## src/rtl/sdc_pkg.sv

```systemverilog
// Package for the sieve divisor count block: sizes, payload types, status codes.
// No dependencies.
`timescale 1ns / 1ps
`default_nettype none
package sdc_pkg;
  localparam int unsigned LimitMaxDefault   = 16384;
  localparam int unsigned PrimeSlotsDefault = 2048;
  localparam logic [14:0] LimitReset = 15'd13000;

  localparam logic [1:0] StOk       = 2'd0;
  localparam logic [1:0] StZero     = 2'd1;
  localparam logic [1:0] StRange    = 2'd2;
  localparam logic [1:0] StNotBuilt = 2'd3;

  localparam logic ReqBuild = 1'b0;
  localparam logic ReqQuery = 1'b1;

  typedef struct packed {
    logic        req_type;
    logic [13:0] query_value;
  } req_t;

  typedef struct packed {
    logic [7:0]  divisor_count;
    logic [11:0] prime_count;
    logic [1:0]  status;
  } rsp_t;

  // Controller to datapath commands.
  typedef struct packed {
    logic start_build;   // load limit, zero counters
    logic clr_step;      // clear one bit-table word
    logic sieve_init;    // i = 3
    logic sieve_chk;     // read mark of i
    logic mark_init;     // j = i*i
    logic mark_step;     // read-modify-write bit j
    logic sieve_next;    // i += 2
    logic rec_init;      // record 2, i = 3
    logic rec_step;      // look at i, record if prime
    logic build_done;
    logic q_init;        // k = 0, n loaded
    logic q_fetch;       // read prime k
    logic div_start;     // start division n / p
    logic div_step;
    logic div_take;      // consume division result
    logic q_next;        // fold exponent, k++
    logic rsp_load;      // load output register
  } cmd_t;

  // Datapath to controller status.
  typedef struct packed {
    logic clr_last;
    logic sieve_over;    // i*i > lim
    logic i_marked;
    logic mark_over;     // j > lim or j >= LimitMax
    logic rec_over;      // i >= lim
    logic q_over;        // k >= total or p > n or p < 2
    logic div_done;
    logic div_exact;     // remainder zero
    logic built;
  } sts_t;
endpackage
`default_nettype wire

```

## src/rtl/sdc_ctrl.sv

```systemverilog
// Controller state machine sequencing build and query on the datapath.
// Depends on sdc_pkg.
`timescale 1ns / 1ps
`default_nettype none
module sdc_ctrl (
  input  wire logic          clk_i,
  input  wire logic          rst_ni,
  input  wire logic          in_valid_i,
  output logic               in_ready_o,
  input  wire sdc_pkg::req_t req_i,
  output logic               out_valid_o,
  input  wire logic          out_ready_i,
  output sdc_pkg::cmd_t      cmd_o,
  input  wire sdc_pkg::sts_t sts_i
);
  localparam logic [3:0] SIdle  = 4'd0;
  localparam logic [3:0] SClr   = 4'd1;
  localparam logic [3:0] SSChk  = 4'd2;
  localparam logic [3:0] SSUse  = 4'd3;
  localparam logic [3:0] SMark  = 4'd4;
  localparam logic [3:0] SRec   = 4'd5;
  localparam logic [3:0] SQRd   = 4'd6;
  localparam logic [3:0] SQFet  = 4'd7;
  localparam logic [3:0] SQTst  = 4'd8;
  localparam logic [3:0] SDiv   = 4'd9;
  localparam logic [3:0] SDivE  = 4'd10;
  localparam logic [3:0] SResp  = 4'd11;
  localparam logic [3:0] SOut   = 4'd12;
  localparam logic [3:0] SSIni  = 4'd13;
  localparam logic [3:0] SRecW  = 4'd14;
  localparam logic [3:0] SDivR  = 4'd15;

  logic [3:0] state_q, state_d;
  logic       rmw_q, rmw_d;
  sdc_pkg::req_t req_q;

  assign in_ready_o  = (state_q == SIdle);
  assign out_valid_o = (state_q == SOut);

  always_ff @(posedge clk_i) begin
    if (in_valid_i && in_ready_o) req_q <= req_i;
  end

  always_comb begin
    state_d = state_q;
    rmw_d   = 1'b0;
    cmd_o   = '0;
    unique case (state_q)
      SIdle: begin
        if (in_valid_i) begin
          if (req_i.req_type == sdc_pkg::ReqBuild) begin
            cmd_o.start_build = 1'b1;
            state_d = SClr;
          end else begin
            cmd_o.q_init = 1'b1;
            state_d = SQRd;
          end
        end
      end
      SClr: begin
        cmd_o.clr_step = 1'b1;
        if (sts_i.clr_last) state_d = SSIni;
      end
      SSIni: begin
        cmd_o.sieve_init = 1'b1;
        state_d = SSChk;
      end
      SSChk: begin
        if (sts_i.sieve_over) begin
          cmd_o.rec_init = 1'b1;
          state_d = SRec;
        end else begin
          cmd_o.sieve_chk = 1'b1;
          state_d = SSUse;
        end
      end
      SSUse: begin
        if (sts_i.i_marked) begin
          cmd_o.sieve_next = 1'b1;
          state_d = SSChk;
        end else begin
          cmd_o.mark_init = 1'b1;
          state_d = SMark;
        end
      end
      SMark: begin
        // Read cycle then write cycle for each multiple.
        rmw_d = !rmw_q;
        if (!rmw_q && sts_i.mark_over) begin
          cmd_o.sieve_next = 1'b1;
          rmw_d = 1'b0;
          state_d = SSChk;
        end else begin
          cmd_o.mark_step = 1'b1;
        end
      end
      SRec: begin
        rmw_d = !rmw_q;
        if (!rmw_q && sts_i.rec_over) begin
          cmd_o.build_done = 1'b1;
          rmw_d = 1'b0;
          state_d = SRecW;
        end else begin
          cmd_o.rec_step = 1'b1;
        end
      end
      SRecW: begin
        cmd_o.rsp_load = 1'b1;
        state_d = SOut;
      end
      SQRd: begin
        state_d = (req_q.query_value == 14'd0 || !sts_i.built) ? SResp : SQFet;
      end
      SQFet: begin
        cmd_o.q_fetch = 1'b1;
        state_d = SQTst;
      end
      SQTst: begin
        if (sts_i.q_over) begin
          state_d = SResp;
        end else begin
          cmd_o.div_start = 1'b1;
          state_d = SDiv;
        end
      end
      SDiv: begin
        if (sts_i.div_done) begin
          state_d = SDivE;
        end else begin
          cmd_o.div_step = 1'b1;
        end
      end
      SDivE: begin
        // An exact division repeats with the same prime on the new quotient.
        if (sts_i.div_exact) begin
          cmd_o.div_take = 1'b1;
          cmd_o.div_start = 1'b0;
          state_d = SDivR;
        end else begin
          cmd_o.q_next = 1'b1;
          state_d = SQRd;
        end
      end
      SDivR: begin
        cmd_o.div_start = 1'b1;
        state_d = SDiv;
      end
      SResp: begin
        cmd_o.rsp_load = 1'b1;
        state_d = SOut;
      end
      SOut: begin
        if (out_ready_i) state_d = SIdle;
      end
      default: state_d = SIdle;
    endcase
  end

  always_ff @(posedge clk_i or negedge rst_ni) begin
    if (!rst_ni) begin
      state_q <= SIdle;
      rmw_q   <= 1'b0;
    end else begin
      state_q <= state_d;
      rmw_q   <= rmw_d;
    end
  end
endmodule
`default_nettype wire

```

## config.mk

```make
export PLATFORM = sky130hd
export DESIGN_NAME = sdc_ctrl
export DESIGN_NICKNAME = d
export VERILOG_FILES = /design/src/rtl/sdc_pkg.sv /design/src/rtl/sdc_ctrl.sv
export SDC_FILE = /design/constraint.sdc
export NUM_CORES = 1
export LEC_CHECK = 0
export ABC_AREA = 1
export BUFFER_PORTS_ARGS = -buffer_cell sky130_fd_sc_hd__buf_2
export CAP_MARGIN = 20
export CORE_MARGIN = 2
export CORE_UTILIZATION = 49
export CTS_BUF_LIST = sky130_fd_sc_hd__clkbuf_4 sky130_fd_sc_hd__clkbuf_8
export DETAILED_ROUTE_END_ITERATION = 6
export MAX_ROUTING_LAYER = met4
export PLACE_DENSITY = 0.87
export SLEW_MARGIN = 20
export SYNTH_ARGS = -nofsm -noshare
export SYNTH_HDL_FRONTEND = slang
export SYNTH_SLANG_ARGS = --single-unit
```

## constraint.sdc

```tcl
create_clock -name clk_i -period 2.16 [get_ports clk_i]
set_input_delay 0.216 -clock clk_i [delete_from_list [all_inputs] [get_ports clk_i]]
set_output_delay 0.216 -clock clk_i [all_outputs]
set_load 0.03 [all_outputs]
```

======== Word level (Yosys, flattened, before mapping) ========
Cells that the tools add are included.
word-level totals
  register bits ........................... 19
  latch bits .............................. 0
  bits in writable memories ............... 0
  memory bits (read-only) ................. 0
  input port bits ......................... 28
  output and inout port bits .............. 19
  memories kept ........................... 0
cells by class
  add/sub/neg operators ................... 0
  $mul .................................... 0
  div/mod/pow operators ................... 0
  magnitude comparators ................... 0
  equality and inequality tests ........... 21
  shift-type cells ........................ 0
  multiplexer cells ....................... 47
  bitwise logic cells ..................... 0
  reductions and logical operators ........ 10
operator list
  operator                                                         number
  4-bit one-hot mux with 15 select lines                           1
  4-bit == test, second input constant                             8
  4-bit two-way mux                                                8
  1-bit two-way mux                                                29
  4-bit by 3-bit == test with 1-bit output, second input constant  4
  14-bit logical NOT                                               1
  2-bit != test, second input constant                             5
  3-bit two-way mux                                                3
  4-bit by 2-bit == test with 1-bit output, second input constant  2
  2-bit two-way mux                                                3
  1-bit one-hot mux with 2 select lines                            3
  6-bit AND reduction                                              1
  4-bit by 1-bit == test with 1-bit output, second input constant  1
  4-bit logical NOT                                                1
  1-bit logical AND                                                3
  1-bit logical NOT                                                2
  2-bit by 1-bit != test with 1-bit output, second input constant  1
  2-bit OR reduction                                               1
  1-bit logical OR                                                 1

======== Longest topological paths before layout ========
Gate-level depths: netlist (run 1).
  depth after elaboration ................. 4
  gate-level depth with buffers ........... 10
  depth with buffers taken out ............ 10

======== Worst setup path after synthesis (run 1) ========
No wires, ideal clock.
  kind .................................... register to register
  start point ............................. register state_q[1]
  end point ............................... register req_q[0] (netlist name), enable pin
  library setup time ...................... 384 ps
  arrival ................................. 1601 ps
  required time ........................... 1776 ps
  slack ................................... 175 ps
  stages on the path, launching flop included .. 6
  path buffers ............................ 0
  period minus slack after synthesis ...... 1985 ps
  cells stage by stage .................... dfrtp_1 -> nor2_4 -> inv_2 -> nor2_4 -> inv_2 -> nor2_1
between the ends
  longest elaborated chain between the ends .. 2
ends and longest elaborated chain
  element                 RTL line         text
  from (decl)             sdc_ctrl.sv:33   logic [3:0] state_q, state_d;
  from (signal assigned)  sdc_ctrl.sv:161  state_q <= SIdle;
  from (signal assigned)  sdc_ctrl.sv:164  state_q <= state_d;
  4-bit logical NOT       sdc_ctrl.sv:37   assign in_ready_o = (state_q == SIdle);
  net in_ready_o          sdc_ctrl.sv:9    output logic in_ready_o,
  1-bit logical AND       sdc_ctrl.sv:41   if (in_valid_i && in_ready_o) req_q <= req_i;
  to (signal assigned)    sdc_ctrl.sv:41
  to (decl)               sdc_ctrl.sv:35   sdc_pkg::req_t req_q;
The timed path passes the listed nets, and every way through them passes these cells.
A chain may end at the register's enable or synchronous reset.

==> results.txt, run 1 <==
detailed-route vias per instance = 4.68
total clock buffers created by CTS = 3
tightest slew margin relative to the limit = 81.6%
worst supply voltage drop on vdd = 0.748 mV
PostCTS Resize Cnt = 0
Syn. warnings = 0
flip-flop and latch count after synthesis = 19
first-pass GRT wire length = 3.94 mm
pin count of the biggest net entering global routing = 15
setup repair after global routing missed its margin = no
number of cells on the worst reg-to-reg path = 6
number of remaining DRC errors = 0
buffer type at the clock tree root = sky130_fd_sc_hd__clkbuf_4
total number of placement rows = 17
overall power of the completed layout = 1.69 mW
total I/O pin count = 47
Synthesized Nets = 183
half-perimeter wire length after detailed placement = 2.03 mm
count of nets left with antenna violations after detail routing = 0
Remaining Overflow, GRT = 0
Setup TNS Final = 0 ps
clock transition at the registers of the reported paths = 100 ps
Cell Chain, Critical Path = nor2_4 > inv_2 > nor2_4 > nand2_1 > nor2_1 > buf_2
buffer count from post-CTS setup fixing = 0
Inst Count DP = 230
WHS Path Cells = 1
biggest cell delay along the critical path = 480 ps
maximum operating frequency = 0.520 GHz
P_leak = 0.831 nW
classification of the worst setup path = reg2out
Die X = 51.7 µm
crit path launch type = flip-flop
data arrival time of the critical path = 1710 ps
Chip Height = 51.7 µm
worst-skew pair later-pin latency = 280 ps
fraction of final layout cells with drive strength greater than 1 = 31.9%
overall die area = 2670 µm²
initial antenna violation count = 0
count of unique library cells instantiated by Yosys = 20
initial core utilization = 50.9%
relative area change from synthesis to final layout = 28.1%
number of non-filler instances in the completed layout = 235
final critical-path required period = 1920 ps
Ant. Diodes = 0
pin slew with the least headroom to its limit = 275 ps
critical path fanouts, max = 7
TritonCTS Sinks = 19
Layout fillers = 208
count of input and output buffers = 46
crit end category = output port
TritonCTS clock tree = yes
via count of the first global-routing pass = 977
detailed router's first-iteration violation count = 24
CP required = 1940 ps
worst-path cell with the longest stage delay = sky130_fd_sc_hd__dfrtp_1
setup clock skew after layout = 3.14 ps
max-cap check violation count = 0
final number of max-transition violations = 0
wire length per cell = 10.6 µm
RD Place Congestion = 0.938
total count of hold-check failures in the final report = 0
status = finished, final reports clean
first-pass iteration count of the detailed router = 6
routed vias = 1100
number of buffers between clock root and the deepest sink = 2
final period utilization = 89.0%
setup-violating endpoint count in the final report = 0
Post-Syn Area per Cell = 7.19 µm²
Routed Wire Length = 2.48 mm
number of buffers inserted for hold repair after clock tree synthesis = 1
part of the Yosys area used for sequential elements = 48.9%
placeable core area = 2190 µm²
gate count after technology mapping = 155
number of nets at the end of the flow = 236
power per cell area = 1180 nW/µm²
cell area after technology mapping = 1110 µm²
overall routing resource usage = 20.8%
depth of the CTS H-tree = 1
worst min-delay path category = in2reg
most used cell along the critical path = sky130_fd_sc_hd__nor2_4
==> kinds of logic (layout without fill, tap and decap cells) <==
kind of cell	after synthesis	after routing	synth area share, %
buffers and inverters	31	83	10.4
AOI/OAI and AO/OA	8	8	3.93
DFF	19	19	48.9
and+or+nand+nor	97	97	36.7
==> Yosys cell counts <==
cell type,n,area [µm²]
sky130_fd_sc_hd__nor2_1,32,120
sky130_fd_sc_hd__nand4_1,1,6.26
sky130_fd_sc_hd__a21oi_1,1,5.00
sky130_fd_sc_hd__nor3_1,1,5.00
sky130_fd_sc_hd__nand2_1,45,169
sky130_fd_sc_hd__clkinv_1,1,3.75
sky130_fd_sc_hd__o21ai_0,4,20.0
sky130_fd_sc_hd__o211ai_1,1,7.51
sky130_fd_sc_hd__nor2_4,2,22.5
sky130_fd_sc_hd__o22ai_1,1,6.26
sky130_fd_sc_hd__or2_0,1,6.26
sky130_fd_sc_hd__o21ai_1,1,5.00
sky130_fd_sc_hd__or2_2,1,6.26
sky130_fd_sc_hd__dfrtp_1,5,125
sky130_fd_sc_hd__nand2_2,2,12.5
sky130_fd_sc_hd__nor2_2,1,6.26
sky130_fd_sc_hd__inv_1,21,78.8
sky130_fd_sc_hd__inv_2,9,33.8
sky130_fd_sc_hd__nand3_1,11,55.1
sky130_fd_sc_hd__edfxtp_1,14,420
==> report_power, final <==
| group | total (mW) | leakage, nW | internal, mW | switching, mW |
|---|---|---|---|---|
| sequential | 0.568 | 0.192 | 0.494 | 0.0746 |
| combinational | 0.943 | 0.621 | 0.280 | 0.662 |
| clock | 0.180 | 0.0184 | 0.0842 | 0.0955 |
| total | 1.69 | 0.831 | 0.858 | 0.832 |
==> per-stage QoR <==
| stage | setup slack (ps) | utilization, % | instance area [µm²] | hold slack (ps) |
|---|---|---|---|---|
| 2_1_floorplan | 175 | - | 1110 | -79.6 |
| 3_3_place_gp | 655 | 63.3 | 1390 | 31.6 |
| 4_1_cts | 262 | 65.2 | 1430 | 90.3 |
| 3_5_place_dp | 620 | 63.3 | 1390 | 33.8 |
| 5_1_grt | 134 | 65.2 | 1430 | 80.3 |
| 6_report | 237 | 65.2 | 1430 | 99.5 |
==> critical path: cells and delay by family (launching register included) <==
family	cells	cell delay, ps
simple gates	4	630
flops	1	480
buf+inv	2	320
==> area by class of cell <==
class | count | area (µm²) | share of cell area (%)
inverter | 31 | 116 | 8.15
clock buffer | 4 | 30.0 | 2.10
multi-input combinational | 105 | 453 | 31.7
sequential | 19 | 546 | 38.2
tap | 28 | 35.0 | 2.45
timing repair buffer | 48 | 248 | 17.4
==> registers in the layout, indices dropped and copies added, names as in the netlist <==
register / cells
req_q: 14
rmw_q: 1
state_q: 4
==> layer usage <==
layer,up-vias,GRT usage (%),wire length [µm],part of all wire [%]
met1,479,25.8,1090,44
met2,37,34.4,1220,49
met4,0,6.58,0,0
met5,-,-,0,0
met3,0,4.02,170,6.8
li1,584,-,-,-
==> layout by cell type, fill, tap and decap left out <==
master / n
sky130_fd_sc_hd__buf_2: 46
sky130_fd_sc_hd__nand2_1: 45
sky130_fd_sc_hd__nor2_1: 32
sky130_fd_sc_hd__inv_1: 21
sky130_fd_sc_hd__edfxtp_1: 14
sky130_fd_sc_hd__nand3_1: 11
sky130_fd_sc_hd__inv_2: 9
sky130_fd_sc_hd__dfrtp_1: 5
sky130_fd_sc_hd__o21ai_0: 4
sky130_fd_sc_hd__clkbuf_4: 4
sky130_fd_sc_hd__nand2_2: 2
sky130_fd_sc_hd__nor2_4: 2
sky130_fd_sc_hd__clkinv_1: 1
sky130_fd_sc_hd__nor2_2: 1
sky130_fd_sc_hd__o22ai_1: 1
sky130_fd_sc_hd__nor3_1: 1
sky130_fd_sc_hd__o211ai_1: 1
sky130_fd_sc_hd__or2_2: 1
sky130_fd_sc_hd__a21oi_1: 1
sky130_fd_sc_hd__o21ai_1: 1
sky130_fd_sc_hd__nand4_1: 1
sky130_fd_sc_hd__or2_0: 1
sky130_fd_sc_hd__dlygate4sd3_1: 1
sky130_fd_sc_hd__buf_4: 1
==> worst paths after layout <==
path	from	end	slack (ps)
setup / recovery	state_q[1]$_DFFE_PN0P_	cmd_o[6]	240
hold / removal	req_i[7]	req_q[7]$_DFFE_PP_	100
setup reg to reg	state_q[1]$_DFFE_PN0P_	req_q[2]$_DFFE_PP_	600
hold reg to reg	rmw_q$_DFF_PN0_	rmw_q$_DFF_PN0_	420
max in group asynchronous	rst_ni	state_q[1]$_DFFE_PN0P_	1730
min in group asynchronous	rst_ni	state_q[2]$_DFFE_PN0P_	300
No activity file was read; power rests on OpenSTA's default activity.
==> inputs of run 2 (changes only) <==
--- a/config.mk
+++ b/config.mk
@@ -8,12 +8,15 @@
 export ABC_AREA = 1
 export BUFFER_PORTS_ARGS = -buffer_cell sky130_fd_sc_hd__buf_2
 export CAP_MARGIN = 20
+export CELL_PAD_IN_SITES_DETAIL_PLACEMENT = 1
+export CELL_PAD_IN_SITES_GLOBAL_PLACEMENT = 1
 export CORE_MARGIN = 2
-export CORE_UTILIZATION = 49
+export CORE_UTILIZATION = 33
 export CTS_BUF_LIST = sky130_fd_sc_hd__clkbuf_4 sky130_fd_sc_hd__clkbuf_8
 export DETAILED_ROUTE_END_ITERATION = 6
 export MAX_ROUTING_LAYER = met4
-export PLACE_DENSITY = 0.87
+export PLACE_DENSITY = 0.85
+export REMOVE_ABC_BUFFERS = 1
 export SLEW_MARGIN = 20
 export SYNTH_ARGS = -nofsm -noshare
 export SYNTH_HDL_FRONTEND = slang
==> results.txt, run 2 (same netlist as run 1, synthesis figures left out) <==
P_leak = 0.831 nW
clock network power share = 10.9%
biggest cell delay along the critical path = 490 ps
maximum operating frequency = 0.536 GHz
setup clock skew after layout = 5.71 ps
fraction of final layout cells with drive strength greater than 1 = 31.9%
Cell Chain, Critical Path = nor2_4 > inv_2 > nor2_4 > nand2_1 > nor2_1 > buf_2
setup repair after global routing missed its margin = no
global route hottest layer = met2
crit path launch type = flip-flop
depth of the CTS H-tree = 1
M1 GR Usage = 19.9%
Setup TNS Final = 0 ps
routed vias = 1129
power per cell area = 1190 nW/µm²
overall power of the completed layout = 1.73 mW
final critical-path required period = 1870 ps
number of cells on the worst reg-to-reg path = 6
setup-violating endpoint count in the final report = 0
TritonCTS clock tree = yes
pin slew with the least headroom to its limit = 291 ps
register containing the most flip-flops in the final layout = req_q
half-perimeter wire length after detailed placement = 2.68 mm
Ant. Diodes = 0
Routed Wire Length = 3.05 mm
worst min-delay path category = in2reg
met3 track demand over resource = 2.72%
overall routing resource usage = 16.6%
relative contribution of combinational cells to total power = 56.0%
via count of the first global-routing pass = 1146
commonest non-fill, non-tap cells in the layout = sky130_fd_sc_hd__buf_2, sky130_fd_sc_hd__nand2_1, sky130_fd_sc_hd__nor2_1, sky130_fd_sc_hd__inv_1, sky130_fd_sc_hd__edfxtp_1
sequential power share = 33.0%
placed cell area = 1410 µm²
status = finished, final reports clean
count of input and output buffers = 46
Largest regs = req_q (14), state_q (4), rmw_q (1)
total count of hold-check failures in the final report = 0
number of flip-flops in the largest register = 14
TritonCTS Sinks = 19
Worst Min Path Start = req_i[2]
switching share of power = 50.3%
total number of placement rows = 21
buffer type at the clock tree root = sky130_fd_sc_hd__clkbuf_4
most used cell along the critical path = sky130_fd_sc_hd__nor2_4
first-pass iteration count of the detailed router = 4
pin count of the biggest net entering global routing = 15
final number of max-transition violations = 0
clock transition at the registers of the reported paths = 100 ps
initial antenna violation count = 0
max-cap check violation count = 0
WHS Path Cells = 1
reg-to-reg setup timing slack = 550 ps
count of nets left with antenna violations after detail routing = 0
detailed router's first-iteration violation count = 13
most frequent standard cell in the layout excluding fill and tap cells = sky130_fd_sc_hd__buf_2
number of remaining DRC errors = 0
startpoint of the most critical register-to-register path = state_q[1]$_DFFE_PN0P_
number of buffers between clock root and the deepest sink = 2
Worst Hold Endpoint = req_q[2]$_DFFE_PP_
wire length per cell = 12.1 µm
worst-skew pair later-pin latency = 300 ps
PostCTS Resize Cnt = 0
crit end category = output port
relative area change from synthesis to final layout = 30.1%
initial core utilization = 33.9%
final non-filler cell area = 1450 µm²
Remaining Overflow, GRT = 0
placeable core area = 3280 µm²
total clock buffers created by CTS = 3
critical path fanouts, max = 7
classification of the worst setup path = reg2out
total I/O pin count = 47
overall die area = 3860 µm²
Worst R2R End = req_q[7]$_DFFE_PP_
Switch Pwr = 0.871 mW
Die X = 62.1 µm
first-pass GRT wire length = 5.04 mm
data arrival time of the critical path = 1650 ps
worst-path cell with the longest stage delay = sky130_fd_sc_hd__dfrtp_1
final period utilization = 86.4%
worst supply voltage drop on vdd = 0.526 mV
GR Util met2 = 29.8%
detailed-route vias per instance = 4.46
internal portion of total power = 0.859 mW
number of nets at the end of the flow = 236
CP required = 1940 ps
tightest slew margin relative to the limit = 80.5%
RD Place Congestion = 0.880
Chip Height = 62.1 µm
run 2: cell counts in the layout (fill, tap and decap cells not counted):
Identical to the previous run, type by type.
run 2: area by class of cell:
type | count | area (µm²)
Fill cell | 460 | 1830
Sequential cell | 19 | 546
Tap cell | 46 | 57.6
Timing Repair Buffer | 48 | 248
Inverter | 31 | 116
Multi-Input combinational cell | 105 | 453
Clock buffer | 4 | 30.0
run 2: stage by stage:
step	setup slack (ps)	hold WS (ps)	utilization (%)	cells
2_1_floorplan	175	-79.6	-	155
3_3_place_gp	674	36.2	42.9	248
3_5_place_dp	571	35.8	42.9	248
4_1_cts	273	73.1	44.2	253
5_1_grt	177	63.9	44.2	253
6_report	293	87.5	44.2	253
run 2: critical path, delay by kind of cell, from the launching register on:
| family | cells | cell delay, ps |
|---|---|---|
| AND/OR/NAND/NOR | 4 | 560 |
| flip-flops | 1 | 490 |
| buffers and inverters | 2 | 300 |
run 2: power by group through the flow:
stage                     Clock, mW  Combinational [mW]  Sequential, mW
after floorplan                   0               0.695           0.564
after global placement            0               0.949           0.572
after detailed placement          0               0.975           0.580
after CTS                     0.199               0.978           0.571
after global routing          0.213                1.08           0.584
final                         0.189               0.970           0.571
run 2: worst max-delay path by stage:
stage                      startpoint                   to  slack, ps  cells past startpoint
6_report       state_q[1]$_DFFE_PN0P_             cmd_o[6]        290                      6
5_1_grt        state_q[1]$_DFFE_PN0P_             cmd_o[6]        180                      6
4_1_cts        state_q[1]$_DFFE_PN0P_             cmd_o[6]        270                      6
3_5_place_dp   state_q[1]$_DFFE_PN0P_  req_q[11]$_DFFE_PP_        570                      6
3_3_place_gp   state_q[1]$_DFFE_PN0P_  req_q[11]$_DFFE_PP_        670                      6
2_1_floorplan  state_q[1]$_DFFE_PN0P_   req_q[0]$_DFFE_PP_        170                      5
run 2: repair_timing:
action,in CTS,in global routing
endpoints found under the hold margin,5,0
buffers inserted,0,0
hold buffers,1,0
run 2: per-layer routing:
metal  part of all wire (%)  routed length [µm]  up-vias
li1                       -                   -      581
met1                     44                1340      528
met2                     52                1600       18
met3                    3.2                  98        2
met4                   0.49                  15        0
met5                      0                   0        -
